$ cat config.mk
export PLATFORM = sky130hd
export DESIGN_NAME = swap_slot_bitmap_allocator_unit
export DESIGN_NICKNAME = d
export VERILOG_FILES = /design/src/ssba_pkg.sv /design/src/ssba_ram.sv /design/src/ssba_ctrl.sv /design/src/ssba_dp.sv /design/src/swap_slot_bitmap_allocator_unit.sv
export SDC_FILE = /design/constraint.sdc
export NUM_CORES = 2
export LEC_CHECK = 0
export ABC_AREA = 1
export BUFFER_PORTS_ARGS = -buffer_cell sky130_fd_sc_hd__buf_2
export CORE_MARGIN = 4
export CORE_UTILIZATION = 45
export CTS_BUF_LIST = sky130_fd_sc_hd__clkbuf_16
export CTS_CLUSTER_DIAMETER = 40
export DETAILED_ROUTE_END_ITERATION = 10
export PLACE_DENSITY_LB_ADDON = 0.25
export SETUP_SLACK_MARGIN = 0.5
export SLEW_MARGIN = 20
export SYNTH_ARGS = -nofsm -noshare
export SYNTH_HDL_FRONTEND = slang
export SYNTH_SLANG_ARGS = --single-unit
$ cat constraint.sdc
create_clock -name i_clk -period 5.19 [get_ports i_clk]
set_clock_uncertainty 0.1 [all_clocks]
set_input_delay 0.7785 -clock i_clk [delete_from_list [all_inputs] [get_ports i_clk]]
set_output_delay 0.7785 -clock i_clk [all_outputs]
set_load 0.01 [all_outputs]
$ cat src/ssba_pkg.sv
package ssba_pkg;

    // Field widths of the ports
    localparam int SLOT_W = 10;
    localparam int ADDR_W = 13;
    localparam int IDX_W  = 3;
    localparam int CFG_W  = 11;

    // Bitmap word organization
    localparam int WORD_W = 32;
    localparam int BIT_W  = 5;

    // Parameter defaults
    localparam int NUM_SLOTS_DEF        = 1024;
    localparam int SECTORS_PER_SLOT_DEF = 8;

    // Reset value of the slot count register
    localparam logic [CFG_W-1:0] SLOT_COUNT_RST = 11'd1024;

    // Result status codes
    typedef enum logic [1:0] {
        ST_OK      = 2'd0,
        ST_FULL    = 2'd1,
        ST_NOT_OCC = 2'd2,
        ST_RANGE   = 2'd3
    } t_status;

    // Controller states
    typedef enum logic [2:0] {
        S_CLEAR,
        S_IDLE,
        S_SCAN_RD,
        S_SCAN_EV,
        S_CHK,
        S_IN_EV,
        S_EMIT,
        S_RESP
    } t_state;

    // Controller to datapath commands
    typedef struct packed {
        logic    clr_wr;
        logic    take_req;
        logic    scan_rd;
        logic    scan_next;
        logic    scan_take;
        logic    chk_rd;
        logic    free_wr;
        logic    out_sector;
        logic    out_err;
        t_status err_code;
    } t_dp_cmd;

    // Datapath to controller status
    typedef struct packed {
        logic clr_done;
        logic scan_end;
        logic word_full;
        logic cand_ok;
        logic range_bad;
        logic bit_set;
        logic out_free;
        logic idx_last;
        logic req_type;
    } t_dp_sts;

endpackage

$ cat src/ssba_ram.sv
module ssba_ram #(
    parameter int WIDTH = 32,
    parameter int DEPTH = 32
) (
    input  logic                                  i_clk,
    input  logic                                  i_we,
    input  logic [((DEPTH > 1) ? $clog2(DEPTH) : 1)-1:0] i_waddr,
    input  logic [WIDTH-1:0]                      i_wdata,
    input  logic                                  i_re,
    input  logic [((DEPTH > 1) ? $clog2(DEPTH) : 1)-1:0] i_raddr,
    output logic [WIDTH-1:0]                      o_rdata
);

    logic [WIDTH-1:0] r_mem [DEPTH];
    logic [WIDTH-1:0] r_rdata;

    // Write port
    always_ff @(posedge i_clk) begin
        if (i_we) begin
            r_mem[i_waddr] <= i_wdata;
        end
    end

    // Registered read port, holds until the next read
    always_ff @(posedge i_clk) begin
        if (i_re) begin
            r_rdata <= r_mem[i_raddr];
        end
    end

    assign o_rdata = r_rdata;

endmodule

$ cat src/ssba_ctrl.sv
module ssba_ctrl
    import ssba_pkg::*;
(
    input  logic    i_clk,
    input  logic    i_rst_n,
    input  logic    i_in_valid,
    input  t_dp_sts i_sts,
    output t_dp_cmd o_cmd,
    output logic    o_in_stall
);

    t_state  r_state, n_state;
    t_status r_err, n_err;

    // State and error code registers
    always_ff @(posedge i_clk) begin
        if (!i_rst_n) begin
            r_state <= S_CLEAR;
            r_err   <= ST_OK;
        end else begin
            r_state <= n_state;
            r_err   <= n_err;
        end
    end

    // Next state
    always_comb begin
        n_state = r_state;
        n_err   = r_err;
        unique case (r_state)
            S_CLEAR: begin
                if (i_sts.clr_done) n_state = S_IDLE;
            end
            S_IDLE: begin
                if (i_in_valid) n_state = i_sts.req_type ? S_CHK : S_SCAN_RD;
            end
            S_SCAN_RD: begin
                if (i_sts.scan_end) begin
                    n_err   = ST_FULL;
                    n_state = S_RESP;
                end else begin
                    n_state = S_SCAN_EV;
                end
            end
            S_SCAN_EV: begin
                priority if (i_sts.word_full) begin
                    n_state = S_SCAN_RD;
                end else if (i_sts.cand_ok) begin
                    n_state = S_EMIT;
                end else begin
                    n_err   = ST_FULL;
                    n_state = S_RESP;
                end
            end
            S_CHK: begin
                if (i_sts.range_bad) begin
                    n_err   = ST_RANGE;
                    n_state = S_RESP;
                end else begin
                    n_state = S_IN_EV;
                end
            end
            S_IN_EV: begin
                if (!i_sts.bit_set) begin
                    n_err   = ST_NOT_OCC;
                    n_state = S_RESP;
                end else begin
                    n_state = S_EMIT;
                end
            end
            S_EMIT: begin
                if (i_sts.out_free && i_sts.idx_last) n_state = S_IDLE;
            end
            S_RESP: begin
                if (i_sts.out_free) n_state = S_IDLE;
            end
            default: n_state = S_CLEAR;
        endcase
    end

    // Command outputs
    always_comb begin
        o_cmd          = '0;
        o_cmd.err_code = r_err;
        o_in_stall     = 1'b1;
        unique case (r_state)
            S_CLEAR:   o_cmd.clr_wr = 1'b1;
            S_IDLE: begin
                o_in_stall     = 1'b0;
                o_cmd.take_req = i_in_valid;
            end
            S_SCAN_RD: o_cmd.scan_rd = !i_sts.scan_end;
            S_SCAN_EV: begin
                o_cmd.scan_next = i_sts.word_full;
                o_cmd.scan_take = !i_sts.word_full && i_sts.cand_ok;
            end
            S_CHK:     o_cmd.chk_rd = !i_sts.range_bad;
            S_IN_EV:   o_cmd.free_wr = i_sts.bit_set;
            S_EMIT:    o_cmd.out_sector = i_sts.out_free;
            S_RESP:    o_cmd.out_err = i_sts.out_free;
            default:   o_cmd = '0;
        endcase
    end

endmodule

$ cat src/ssba_dp.sv
module ssba_dp
    import ssba_pkg::*;
#(
    parameter int NUM_SLOTS        = NUM_SLOTS_DEF,
    parameter int SECTORS_PER_SLOT = SECTORS_PER_SLOT_DEF
) (
    input  logic              i_clk,
    input  logic              i_rst_n,
    input  logic              i_cfg_we,
    input  logic [CFG_W-1:0]  i_cfg_data,
    input  logic              i_req_type,
    input  logic [SLOT_W-1:0] i_slot,
    input  logic              i_out_stall,
    input  t_dp_cmd           i_cmd,
    output t_dp_sts           o_sts,
    output logic              o_out_valid,
    output logic [ADDR_W-1:0] o_sector_addr,
    output logic [IDX_W-1:0]  o_sector_index,
    output logic              o_is_write,
    output logic [SLOT_W-1:0] o_slot_used,
    output logic [1:0]        o_status,
    output logic              o_last
);

    localparam int NUM_WORDS = (NUM_SLOTS + WORD_W - 1) / WORD_W;
    localparam int WA    = (NUM_WORDS > 1) ? $clog2(NUM_WORDS) : 1;
    localparam int WCW   = $clog2(NUM_WORDS + 1);
    localparam int SLW   = ((WA + BIT_W) > SLOT_W) ? (WA + BIT_W) : SLOT_W;
    localparam int CNW0  = $clog2(NUM_SLOTS + 1);
    localparam int CNT_W = (CNW0 > CFG_W) ? CNW0 : CFG_W;
    localparam int CMW0  = (SLW > CNT_W) ? SLW : CNT_W;
    localparam int CMP_W = (((WCW + BIT_W) > CMW0) ? (WCW + BIT_W) : CMW0) + 1;
    localparam int IW    = (SECTORS_PER_SLOT > 1) ? $clog2(SECTORS_PER_SLOT) : 1;
    localparam int PW    = SLW + IW;

    logic [CFG_W-1:0]  r_slot_count;
    logic [SLW-1:0]    r_slot;
    logic [WCW-1:0]    r_wcnt;
    logic [IW-1:0]     r_idx;
    logic              r_is_wr;
    logic              r_out_valid;
    logic [ADDR_W-1:0] r_addr;
    logic [IDX_W-1:0]  r_oidx;
    logic              r_owr;
    logic [SLOT_W-1:0] r_oslot;
    t_status           r_status;
    logic              r_last;

    logic [CNT_W-1:0]  usable;
    logic [CMP_W-1:0]  base;
    logic [CMP_W-1:0]  cand;
    logic [BIT_W-1:0]  zero_pos;
    logic              zero_found;
    logic [WORD_W-1:0] rd_data;
    logic              ram_we;
    logic [WA-1:0]     ram_waddr;
    logic [WORD_W-1:0] ram_wdata;
    logic              ram_re;
    logic [WA-1:0]     ram_raddr;
    logic [WA-1:0]     slot_word;
    logic [PW-1:0]     addr_full;
    logic              out_free;

    // Slot count register
    always_ff @(posedge i_clk) begin
        if (!i_rst_n) begin
            r_slot_count <= SLOT_COUNT_RST;
        end else if (i_cfg_we) begin
            r_slot_count <= i_cfg_data;
        end
    end

    // Usable count: register value clipped to the bitmap size
    assign usable = (CNT_W'(r_slot_count) > CNT_W'(NUM_SLOTS)) ?
                    CNT_W'(NUM_SLOTS) : CNT_W'(r_slot_count);

    // Lowest free bit of the word just read
    always_comb begin
        zero_pos   = '0;
        zero_found = 1'b0;
        for (int i = WORD_W - 1; i >= 0; i--) begin
            if (!rd_data[i]) begin
                zero_pos   = BIT_W'(i);
                zero_found = 1'b1;
            end
        end
    end

    assign base      = CMP_W'({r_wcnt, {BIT_W{1'b0}}});
    assign cand      = CMP_W'({r_wcnt, zero_pos});
    assign slot_word = r_slot[BIT_W +: WA];
    assign out_free  = !r_out_valid || !i_out_stall;

    // Bitmap memory access
    always_comb begin
        ram_we    = 1'b0;
        ram_waddr = r_wcnt[WA-1:0];
        ram_wdata = '0;
        priority if (i_cmd.clr_wr) begin
            ram_we = 1'b1;
        end else if (i_cmd.scan_take) begin
            ram_we    = 1'b1;
            ram_wdata = rd_data | (WORD_W'(1) << zero_pos);
        end else if (i_cmd.free_wr) begin
            ram_we    = 1'b1;
            ram_waddr = slot_word;
            ram_wdata = rd_data & ~(WORD_W'(1) << r_slot[BIT_W-1:0]);
        end else begin
            ram_we = 1'b0;
        end
        ram_re    = i_cmd.scan_rd || i_cmd.chk_rd;
        ram_raddr = i_cmd.chk_rd ? slot_word : r_wcnt[WA-1:0];
    end

    ssba_ram #(
        .WIDTH (WORD_W),
        .DEPTH (NUM_WORDS)
    ) u_bitmap (
        .i_clk   (i_clk),
        .i_we    (ram_we),
        .i_waddr (ram_waddr),
        .i_wdata (ram_wdata),
        .i_re    (ram_re),
        .i_raddr (ram_raddr),
        .o_rdata (rd_data)
    );

    // Word counter: clearing pass, then free-slot scan
    always_ff @(posedge i_clk) begin
        if (!i_rst_n) begin
            r_wcnt <= '0;
        end else if (i_cmd.take_req) begin
            r_wcnt <= '0;
        end else if (i_cmd.clr_wr || i_cmd.scan_next) begin
            r_wcnt <= r_wcnt + WCW'(1);
        end
    end

    // Request slot, direction and sector counter
    always_ff @(posedge i_clk) begin
        if (i_cmd.take_req) begin
            r_slot  <= SLW'(i_slot);
            r_is_wr <= !i_req_type;
            r_idx   <= '0;
        end else begin
            if (i_cmd.scan_take) r_slot <= SLW'(cand);
            if (i_cmd.out_sector) r_idx <= r_idx + IW'(1);
        end
    end

    // Sector address of the current command
    assign addr_full = PW'(r_slot) * PW'(SECTORS_PER_SLOT) + PW'(r_idx);

    // Output register valid
    always_ff @(posedge i_clk) begin
        if (!i_rst_n) begin
            r_out_valid <= 1'b0;
        end else if (i_cmd.out_sector || i_cmd.out_err) begin
            r_out_valid <= 1'b1;
        end else if (!i_out_stall) begin
            r_out_valid <= 1'b0;
        end
    end

    // Output register payload
    always_ff @(posedge i_clk) begin
        if (i_cmd.out_sector) begin
            r_addr   <= ADDR_W'(addr_full);
            r_oidx   <= IDX_W'(r_idx);
            r_owr    <= r_is_wr;
            r_oslot  <= SLOT_W'(r_slot);
            r_status <= ST_OK;
            r_last   <= (r_idx == IW'(SECTORS_PER_SLOT - 1));
        end else if (i_cmd.out_err) begin
            r_addr   <= '0;
            r_oidx   <= '0;
            r_owr    <= (i_cmd.err_code == ST_FULL);
            r_oslot  <= (i_cmd.err_code == ST_FULL) ? '0 : SLOT_W'(r_slot);
            r_status <= i_cmd.err_code;
            r_last   <= 1'b1;
        end
    end

    // Status to the controller
    always_comb begin
        o_sts.clr_done  = (r_wcnt == WCW'(NUM_WORDS - 1));
        o_sts.scan_end  = (base >= CMP_W'(usable));
        o_sts.word_full = !zero_found;
        o_sts.cand_ok   = (cand < CMP_W'(usable));
        o_sts.range_bad = (CMP_W'(r_slot) >= CMP_W'(usable));
        o_sts.bit_set   = rd_data[r_slot[BIT_W-1:0]];
        o_sts.out_free  = out_free;
        o_sts.idx_last  = (r_idx == IW'(SECTORS_PER_SLOT - 1));
        o_sts.req_type  = i_req_type;
    end

    assign o_out_valid    = r_out_valid;
    assign o_sector_addr  = r_addr;
    assign o_sector_index = r_oidx;
    assign o_is_write     = r_owr;
    assign o_slot_used    = r_oslot;
    assign o_status       = r_status;
    assign o_last         = r_last;

endmodule

$ cat src/swap_slot_bitmap_allocator_unit.sv
// Channel   Direction  Handshake                  Payload
// request   in         i_in_valid / o_in_stall    i_req_type, i_slot
// result    out        o_out_valid / i_out_stall  o_sector_addr, o_sector_index,
//                                                 o_is_write, o_slot_used,
//                                                 o_status, o_last
// config    in         i_cfg_we                   i_cfg_data (slot count)
//
// Swap out: each 32-slot bitmap word scanned takes one RAM read and one
// evaluate, then the sector commands follow. Swap in: a range check with the
// bit read, then an evaluate, then the sector commands. An error gives
// one result after the check.
// After reset a clearing pass writes one bitmap word a cycle,
// all ceil(NUM_SLOTS/32) words (32 by default), before the first request is taken.
// One request at a time; the next is taken while the last result still waits
// in the output register. Output stalls hold the sector sequence in place.
module swap_slot_bitmap_allocator_unit
    import ssba_pkg::*;
#(
    parameter int NUM_SLOTS        = NUM_SLOTS_DEF,
    parameter int SECTORS_PER_SLOT = SECTORS_PER_SLOT_DEF
) (
    input  logic              i_clk,
    input  logic              i_rst_n,
    input  logic              i_cfg_we,
    input  logic [CFG_W-1:0]  i_cfg_data,
    input  logic              i_in_valid,
    output logic              o_in_stall,
    input  logic              i_req_type,
    input  logic [SLOT_W-1:0] i_slot,
    output logic              o_out_valid,
    input  logic              i_out_stall,
    output logic [ADDR_W-1:0] o_sector_addr,
    output logic [IDX_W-1:0]  o_sector_index,
    output logic              o_is_write,
    output logic [SLOT_W-1:0] o_slot_used,
    output logic [1:0]        o_status,
    output logic              o_last
);

    t_dp_cmd cmd;
    t_dp_sts sts;

    // Sequencer
    ssba_ctrl u_ctrl (
        .i_clk      (i_clk),
        .i_rst_n    (i_rst_n),
        .i_in_valid (i_in_valid),
        .i_sts      (sts),
        .o_cmd      (cmd),
        .o_in_stall (o_in_stall)
    );

    // Bitmap, scan logic and output register
    ssba_dp #(
        .NUM_SLOTS        (NUM_SLOTS),
        .SECTORS_PER_SLOT (SECTORS_PER_SLOT)
    ) u_dp (
        .i_clk          (i_clk),
        .i_rst_n        (i_rst_n),
        .i_cfg_we       (i_cfg_we),
        .i_cfg_data     (i_cfg_data),
        .i_req_type     (i_req_type),
        .i_slot         (i_slot),
        .i_out_stall    (i_out_stall),
        .i_cmd          (cmd),
        .o_sts          (sts),
        .o_out_valid    (o_out_valid),
        .o_sector_addr  (o_sector_addr),
        .o_sector_index (o_sector_index),
        .o_is_write     (o_is_write),
        .o_slot_used    (o_slot_used),
        .o_status       (o_status),
        .o_last         (o_last)
    );

endmodule

Word-level counts from Yosys, hierarchy flattened

Memory sizes are Yosys's and may differ from the RTL's. A register that Yosys moved wholly into a read port is not among the register bits.
Index checks and enable logic that the tools add are counted.

Word-level logic and storage cells: 188
Bits of input ports: 27
Memories: 1
Output and inout bits: 32
Bits in registers: 67
Bits in writable memories: 1024

Bitwise gates (word level): 4
$lt $le $gt $ge: 5
Muxes and demuxes: 120
Reduce and logical (&&, ||, !) cells: 19
Equal/unequal tests: 20
Add/sub/neg operators: 3
Shifts and indexed selects: 2

Memories:

| name                | words | bits a word | read ports | clocked after memory_dff | wr ports | RTL line       | source |
|---|---|---|---|---|---|---|---|
| u_dp.u_bitmap.r_mem | 32    | 32          | 1          | 1                        | 1        | ssba_ram.sv:14 | `logic [WIDTH-1:0] r_mem [DEPTH];` |

Operator list:

| kind                                                  | number |
|---|---|
| 2-to-1 mux 5 bit                                      | 36 |
| 2-to-1 mux 32 bit                                     | 3 |
| left shift 1 x 5 -> 32 bit, first input constant      | 2 |
| 2-to-1 mux 1 bit                                      | 54 |
| 2-to-1 mux 10 bit                                     | 5 |
| bitwise AND 32 bit                                    | 1 |
| inverter 32 bit                                       | 1 |
| OR 32 bit                                             | 1 |
| 2-to-1 mux 3 bit                                      | 9 |
| 2-to-1 mux 13 bit                                     | 2 |
| case mux 3 bit (8 select lines)                       | 1 |
| == test 3 bit, second input constant                  | 5 |
| 2-to-1 mux 2 bit                                      | 7 |
| adder 13 x 3 -> 13 bit                                | 1 |
| inequality test 2 x 1 -> 1 bit, second input constant | 6 |
| greater-or-equal comparator 10 x 11 -> 1 bit          | 1 |
| greater-or-equal comparator 11 bit                    | 1 |
| > comparator 11 bit, second input constant            | 1 |
| < comparator 11 bit                                   | 1 |
| 2-to-1 mux 11 bit                                     | 1 |
| inequality test 2 bit, second input constant          | 4 |
| case mux 2 bit (4 select lines)                       | 1 |
| adder 6 x 1 -> 6 bit, second input constant           | 1 |
| == test 3 x 2 -> 1 bit, second input constant         | 2 |
| other kinds (16)                                      | 26 |

Logic depth before layout (Yosys ltp)

Word-level depth: 39
Mapped depth: 40
Gate-level depth less buffers: 40

Modules after synthesis

Synthesis repeated with hierarchy kept, for this count alone.

Cell total of the unflattened synthesis: 4364
Area total of the unflattened synthesis: 48116.1 um^2

By module, submodules not included:

| module    | cells an instance | area an instance (um^2) | seq. area each (um^2) | instances |
|---|---|---|---|---|
| ssba_ram  | 3536              | 42726.0                 | 31710.4               | 1 |
| ssba_dp   | 732               | 4859.7                  | 1541.5                | 1 |
| ssba_ctrl | 96                | 530.5                   | 100.1                 | 1 |

Worst setup path after synthesis

Ideal clock, no wire load.

Kind: register to register
Start point: register u_dp.r_slot_count[2]
End point: register u_ctrl.r_err[1]
Path slack: 0.173 ns
Data arrival time: 4.799 ns
Cell stages (with the launch flop): 15
Period minus slack after synthesis: 5.017 ns
Data required time: 4.972 ns
Path buffers: 0
Library setup time: 0.118 ns
Path through: dfxtp_1 -> nor3_1 -> nor3b_1 -> a21oi_1 -> inv_1 -> nand2_1 -> ha_1 -> a21oi_1 -> o21ai_0 -> a31oi_1 -> nand2_1 -> o32ai_1 -> nor3_1 -> a21oi_1 -> nor2_1

Word-level cells in the longest chain between the ends: 5
Elaborated cells between the ends (all ways): 9
Classes of those cells: 4 x order compare; 3 x eq/ne; 1 x mux; 1 x reduce/logical

RTL lines:

| what                                                                                     | RTL line        | source |
|---|---|---|
| start: declaration                                                                       | ssba_dp.sv:36   | `logic [CFG_W-1:0] r_slot_count;` |
| start signal: assignment                                                                 | ssba_dp.sv:69   | `r_slot_count <= i_cfg_data;` |
| > comparator 11 bit                                                                      | ssba_dp.sv:74   | `assign usable = (CNT_W'(r_slot_count) > CNT_W'(NUM_SLOTS)) ?` |
| 2-to-1 mux 11 bit *                                                                      | ssba_dp.sv:74   |  |
| greater-or-equal comparator 10 x 11 -> 1 bit (tied with other cells)                     | ssba_dp.sv:190  | `o_sts.range_bad = (CMP_W'(r_slot) >= CMP_W'(usable));` |
| inequality test 2 x 1 -> 1 bit (no source line) or inequality test 2 bit (tied branches) | --              |  |
| AND reduction 6 bit (no source line) *                                                   | --              |  |
| end signal: assignment                                                                   | ssba_ctrl.sv:22 | `r_err <= n_err;` |
| end: declaration                                                                         | ssba_ctrl.sv:13 | `t_status r_err, n_err;` |

Every way passes the cells marked *; elsewhere a longest branch is shown, timed or not.
A chain may end at the register's enable or synchronous reset.

Worst setup path after layout

Start point: register u_dp.r_slot[1]
End point: memory u_dp.u_bitmap.r_mem[24][13] (enable)

Word-level cells in the longest chain between the ends: 8
Elaborated cells between the ends (all ways): 11
Classes of those cells: 11 x mux

RTL lines:

| what                                     | RTL line        | source |
|---|---|---|
| start: declaration                       | ssba_dp.sv:37   | `logic [SLW-1:0] r_slot;` |
| start signal: assignment                 | ssba_dp.sv:142  | `r_slot <= SLW'(i_slot);` |
| start signal: assignment                 | ssba_dp.sv:146  | `if (i_cmd.scan_take) r_slot <= SLW'(cand);` |
| binary-select mux 1 bit (select 5 bit) * | ssba_dp.sv:191  | `o_sts.bit_set = rd_data[r_slot[BIT_W-1:0]];` |
| 2-to-1 mux 1 bit (implied by the code) * | ssba_dp.sv:191  |  |
| 2-to-1 mux 1 bit *                       | ssba_ctrl.sv:86 | `unique case (r_state)` |
| 2-to-1 mux 1 bit                         | ssba_dp.sv:104  | `end else if (i_cmd.free_wr) begin` |
| 2-to-1 mux 1 bit                         | ssba_dp.sv:101  | `end else if (i_cmd.scan_take) begin` |
| 2-to-1 mux 1 bit                         | ssba_dp.sv:99   | `priority if (i_cmd.clr_wr) begin` |
| 2-to-1 mux 1 bit                         | ssba_ram.sv:19  | `if (i_we) begin` |
| 2-to-1 mux 1 bit (implied by the code)   | ssba_ram.sv:20  | `r_mem[i_waddr] <= i_wdata;` |
| end: declaration                         | ssba_ram.sv:14  |  |

Every way passes the cells marked *; elsewhere a longest branch is shown, timed or not. The select of a mux whose other input is x is not followed.

==> Flow_metrics.wiki <==
{| class="wikitable"
! Metric !! Value
|-
| Sum of negative setup slack || 0 ns
|-
| Total number of clock tree sinks || 1120
|-
| Post-synthesis cell area || 45400 um2
|-
| Static leakage power || 17.3 nW
|-
| I/O pins || 59
|-
| Switching power as a share of total power || 30.8%
|-
| Wirelength per Cell || 28.0 um
|-
| Cell row count || 116
|-
| Power spent charging and discharging nets || 8.03 mW
|-
| Critical-path cell with the highest stage delay || sky130_fd_sc_hd__o21ai_0
|-
| Portion of total power attributed to sequential cells || 39.9%
|-
| Seq cells post-synth || 1120
|-
| Fmax || 0.217 GHz
|-
| Final worst path period share || 89.0%
|-
| Area of placed instances || 48900 um2
|-
| Setup slack after placement || 0.0247 ns
|-
| Crit path buf inv count || 2
|-
| Max Buffers Root-to-Sink || 3
|-
| H-tree level count || 4
|-
| CTS tree || built
|-
| Fraction of final layout cells sized beyond drive strength 1 || 16.0%
|-
| Internal Dissipation || 18.1 mW
|-
| Wire length of the first global-routing pass || 202000 um
|-
| PnR Total Power || 26.1 mW
|-
| Number of synthesized flops with an enable pin || 1092
|-
| Count of nets left with antenna violations after detail routing || 0
|-
| Worst-margin pin slew || 1.30 ns
|-
| Layout overhead on the synthesized area || 20.4%
|-
| Power density normalized to cell area || 477 nW/um2
|-
| DR iter-0 viols || 4807
|-
| Unrepaired setup endpoints after global routing || yes
|-
| IR Drop Worst-Case VDD || 0.273 mV
|-
| Critical setup path kind || reg -> reg
|-
| Die boundary width || 326 um
|-
| Synth Area per Inst || 12.9 um2
|-
| GR Util All Layers || 25.6%
|-
| Total Routed Length || 144000 um
|-
| Root Driver || sky130_fd_sc_hd__clkbuf_16
|-
| Ant. Diodes || 0
|-
| Die boundary height || 326 um
|-
| Largest delay contributor family on the critical path || simple AND/OR/NAND/NOR gates
|-
| Ys flop type || sky130_fd_sc_hd__edfxtp_1
|-
| Later-pin clock latency in the skew report || 0.74 ns
|-
| Net count of the finished layout || 3769
|-
| Count of warnings emitted by yosys || 0
|-
| Placeable core region || 100000 um2
|-
| Met2 usage in global routing || 41.4%
|-
| Fraction of power consumed by the clock network || 35.9%
|-
| Via/cell ratio || 6.22
|-
| Number of buffers created by CTS || 137
|-
| Post-layout worst setup margin || 0.573 ns
|-
| Combinational Power Share || 24.2%
|-
| DRC violations left || 0
|-
| Most used cell, CP || sky130_fd_sc_hd__nand3_1
|-
| Area of all placed cells without fillers || 54700 um2
|-
| Via count of the first global-routing pass || 30200
|-
| Critical-path maximum fanout || 17
|-
| Routed via count || 31900
|-
| Final number of max-transition violations || 0
|-
| Setup violations, final || 0
|-
| Number of endpoints with negative hold slack in the final report || 0
|-
| Number of antenna violations at the first check in global routing || 1
|-
| Outcome || complete, no violations
|-
| Required time of the worst setup path || 5.46 ns
|-
| Met1 Track Usage GR || 35.3%
|-
| Met3 demand-to-capacity share in global routing || 4.33%
|-
| Max-Cap Viols || 0
|-
| Count of distinct cell types in the synthesized netlist || 42
|-
| Final critical delay including setup and external delays || 4.62 ns
|-
| Startpoint types || flop
|-
| Post-DP HPWL || 76300 um
|-
| Number of iterations in the first detailed-routing pass || 8
|-
| Net count of the mapped netlist || 3581
|-
| Path category of the worst min-delay check || in -> reg
|-
| Layer with the highest usage || met2
|-
| Initial standard-cell utilization of the core || 45.4%
|-
| Crit path capture type || flop
|-
| Count of buffers from port buffering || 58
|-
| Reg clk slew, reported paths || 0.05 ns
|-
| Slew headroom || 12.6%
|-
| Arrival time at the worst endpoint || 4.88 ns
|-
| Hold bufs inserted after CTS || 0
|-
| Final global-route overflow total || 0
|-
| Largest stage delay on the critical path || 0.83 ns
|-
| Final weighted congestion in routability-driven placement || 0.927
|-
| Asr flop ratio synth || 0%
|-
| Cells after synthesis || 3531
|-
| Overall die area || 106000 um2
|-
| Critical path, cell by cell || nand2_1 -> inv_1 -> a22oi_1 -> nand3_1 -> nand3_1 -> nand3_1 -> nand2_1 -> nor2_4 -> o21ai_0 -> nand3_1 -> nor2_4 -> buf_4
|-
| Portion of the post-synthesis area used by sequential elements || 73.4%
|-
| Pin count of the biggest net entering global routing || 109
|}
==> synth_stat cells (2+ instances only) <==
| cell | number | share of area (%) |
|---|---|---|
| sky130_fd_sc_hd__a21oi_1 | 59 | 0.65 |
| sky130_fd_sc_hd__nand2_1 | 147 | 1.2 |
| sky130_fd_sc_hd__o221ai_1 | 184 | 3.5 |
| sky130_fd_sc_hd__o21ai_2 | 22 | 0.42 |
| sky130_fd_sc_hd__clkinv_1 | 2 | 0.017 |
| sky130_fd_sc_hd__ha_1 | 23 | 0.63 |
| sky130_fd_sc_hd__clkbuf_1 | 185 | 1.5 |
| sky130_fd_sc_hd__buf_2 | 50 | 0.55 |
| sky130_fd_sc_hd__a31oi_1 | 35 | 0.48 |
| sky130_fd_sc_hd__o32ai_1 | 3 | 0.058 |
| sky130_fd_sc_hd__o21ai_1 | 24 | 0.26 |
| sky130_fd_sc_hd__inv_2 | 4 | 0.033 |
| sky130_fd_sc_hd__nand3_1 | 125 | 1.4 |
| sky130_fd_sc_hd__nand3_2 | 4 | 0.088 |
| sky130_fd_sc_hd__dfxtp_1 | 28 | 1.2 |
| sky130_fd_sc_hd__inv_1 | 70 | 0.58 |
| sky130_fd_sc_hd__nand4_1 | 33 | 0.45 |
| sky130_fd_sc_hd__o211ai_1 | 48 | 0.79 |
| sky130_fd_sc_hd__nor4_1 | 3 | 0.041 |
| sky130_fd_sc_hd__o2111ai_1 | 2 | 0.039 |
| sky130_fd_sc_hd__buf_1 | 6 | 0.050 |
| sky130_fd_sc_hd__o21a_1 | 2 | 0.033 |
| sky130_fd_sc_hd__a22oi_1 | 10 | 0.17 |
| sky130_fd_sc_hd__edfxtp_1 | 1092 | 72 |
| sky130_fd_sc_hd__nor3_1 | 14 | 0.15 |
| sky130_fd_sc_hd__nand2_2 | 4 | 0.055 |
| sky130_fd_sc_hd__nor2_1 | 687 | 5.7 |
| sky130_fd_sc_hd__o21ai_0 | 570 | 6.3 |
| sky130_fd_sc_hd__buf_4 | 6 | 0.099 |
| sky130_fd_sc_hd__o22ai_1 | 77 | 1.1 |
==> worst reg2reg max path, delay by kind of cell (launching register included) <==
kind	cells	cell delay, ns
buffers and inverters	2	0.73
flip-flops	1	0.49
AO/OA/AOI/OAI	2	1.12
AND/OR/NAND/NOR	8	1.79
==> path summary, 6_finish.rpt <==
kind                  startpoint                     endpoint  slack, ns  depth (start not counted)
setup / recovery  u_dp.r_slot[1]  u_dp.u_bitmap.r_mem[24][13]       0.57                         12
hold reg to reg    u_dp.r_idx[1]                u_dp.r_idx[1]       0.37                          2
hold / removal    i_cfg_data[10]        u_dp.r_slot_count[10]       0.16                          3
setup reg to reg  u_dp.r_slot[1]  u_dp.u_bitmap.r_mem[24][13]       0.57                         12
==> layer usage <==
metal / share of wire, % / wire length, um / vias up
met3: 9.8 / 14100 / 321
met1: 39 / 56400 / 15800
met2: 48 / 68500 / 2000
met5: 0 / 0 / -
met4: 3.3 / 4740 / 0
li1: - / - / 13800
==> power by group through the flow <==
| stage | Clock, mW | Sequential (mW) | Combinational, mW |
|---|---|---|---|
| 5_1_grt | 9.89 | 10.4 | 6.83 |
| 3_3_place_gp | 0 | 10.6 | 5.32 |
| 6_report | 9.38 | 10.4 | 6.33 |
| 3_5_place_dp | 0 | 10.6 | 5.38 |
| 4_1_cts | 9.48 | 10.4 | 5.61 |
| 2_1_floorplan | 0 | 10.6 | 3.30 |
==> sequential cells by signal, summed over array words and instances (netlist names) <==
register	cells
u_dp.u_bitmap.r_mem	1024
u_dp.u_bitmap.o_rdata	32
u_dp.o_sector_addr	13
u_dp.r_slot_count	11
u_dp.o_slot_used	10
u_dp.r_slot	10
u_dp.r_wcnt	6
u_ctrl.r_state	3
u_dp.r_idx	3
u_ctrl.r_err	2
u_dp.o_status	2
u_dp.o_is_write	1
u_dp.o_last	1
u_dp.o_out_valid	1
u_dp.r_is_wr	1
==> metrics by stage <==
step | hold WS [ns] | cells | utilization, %
global route | 0.139 | 5129 | 54.6
floorplan | 0.346 | 3531 | -
global placement | 0.363 | 4816 | 48.8
CTS | 0.124 | 5081 | 53.6
detailed placement | 0.371 | 4817 | 48.9
finish | 0.160 | 5129 | 54.6
==> cells in the final DEF (no fill, tap or decap), drive strengths merged, types with 6 or more instances in the layout <==
cell and count:
o22ai 77, bufinv 13, nand4 33, a21oi 59
nand3 130, clkbuf 155, nand2 152, o21ai 616
o211ai 48, clkinvlp 6, edfxtp 1092, nor2 688
inv 111, nor3 14, a22oi 10, ha 23
buf 275, a31oi 35, clkinv 61, o221ai 184
dfxtp 28
==> area by class of cell <==
class | instances | area [um2]
clock buffers | 137 | 3430
clock inverters | 114 | 1100
fillers | 8079 | 45400
inverters | 76 | 330
multi-input cells | 2087 | 11400
flip-flops and latches | 1120 | 33400
well taps | 1298 | 1620
repair buffers | 296 | 3470
repair inverters | 1 | 11.3
==> repair_timing <==
action                                 4_1_cts  5_1_grt
cloned                                       3       18
pin swaps                                    3       14
gates resized for setup                     12       52
setup endpoints to repair                    9      729
endpoints found under the hold margin        0        0
setup buffers                               10       29
==> logic make-up (layout without fill, tap and decap cells) <==
family          after synthesis  count (layout)  share of synthesized area [%]
flops                      1120            1120                           73.4
compound gates             1042            1042                           13.9
simple gates               1022            1022                           9.18
buf+inv                     324             624                           2.88
fa+ha+maj                    23              23                          0.633
Note: power is estimated with default switching activity, not from simulation.
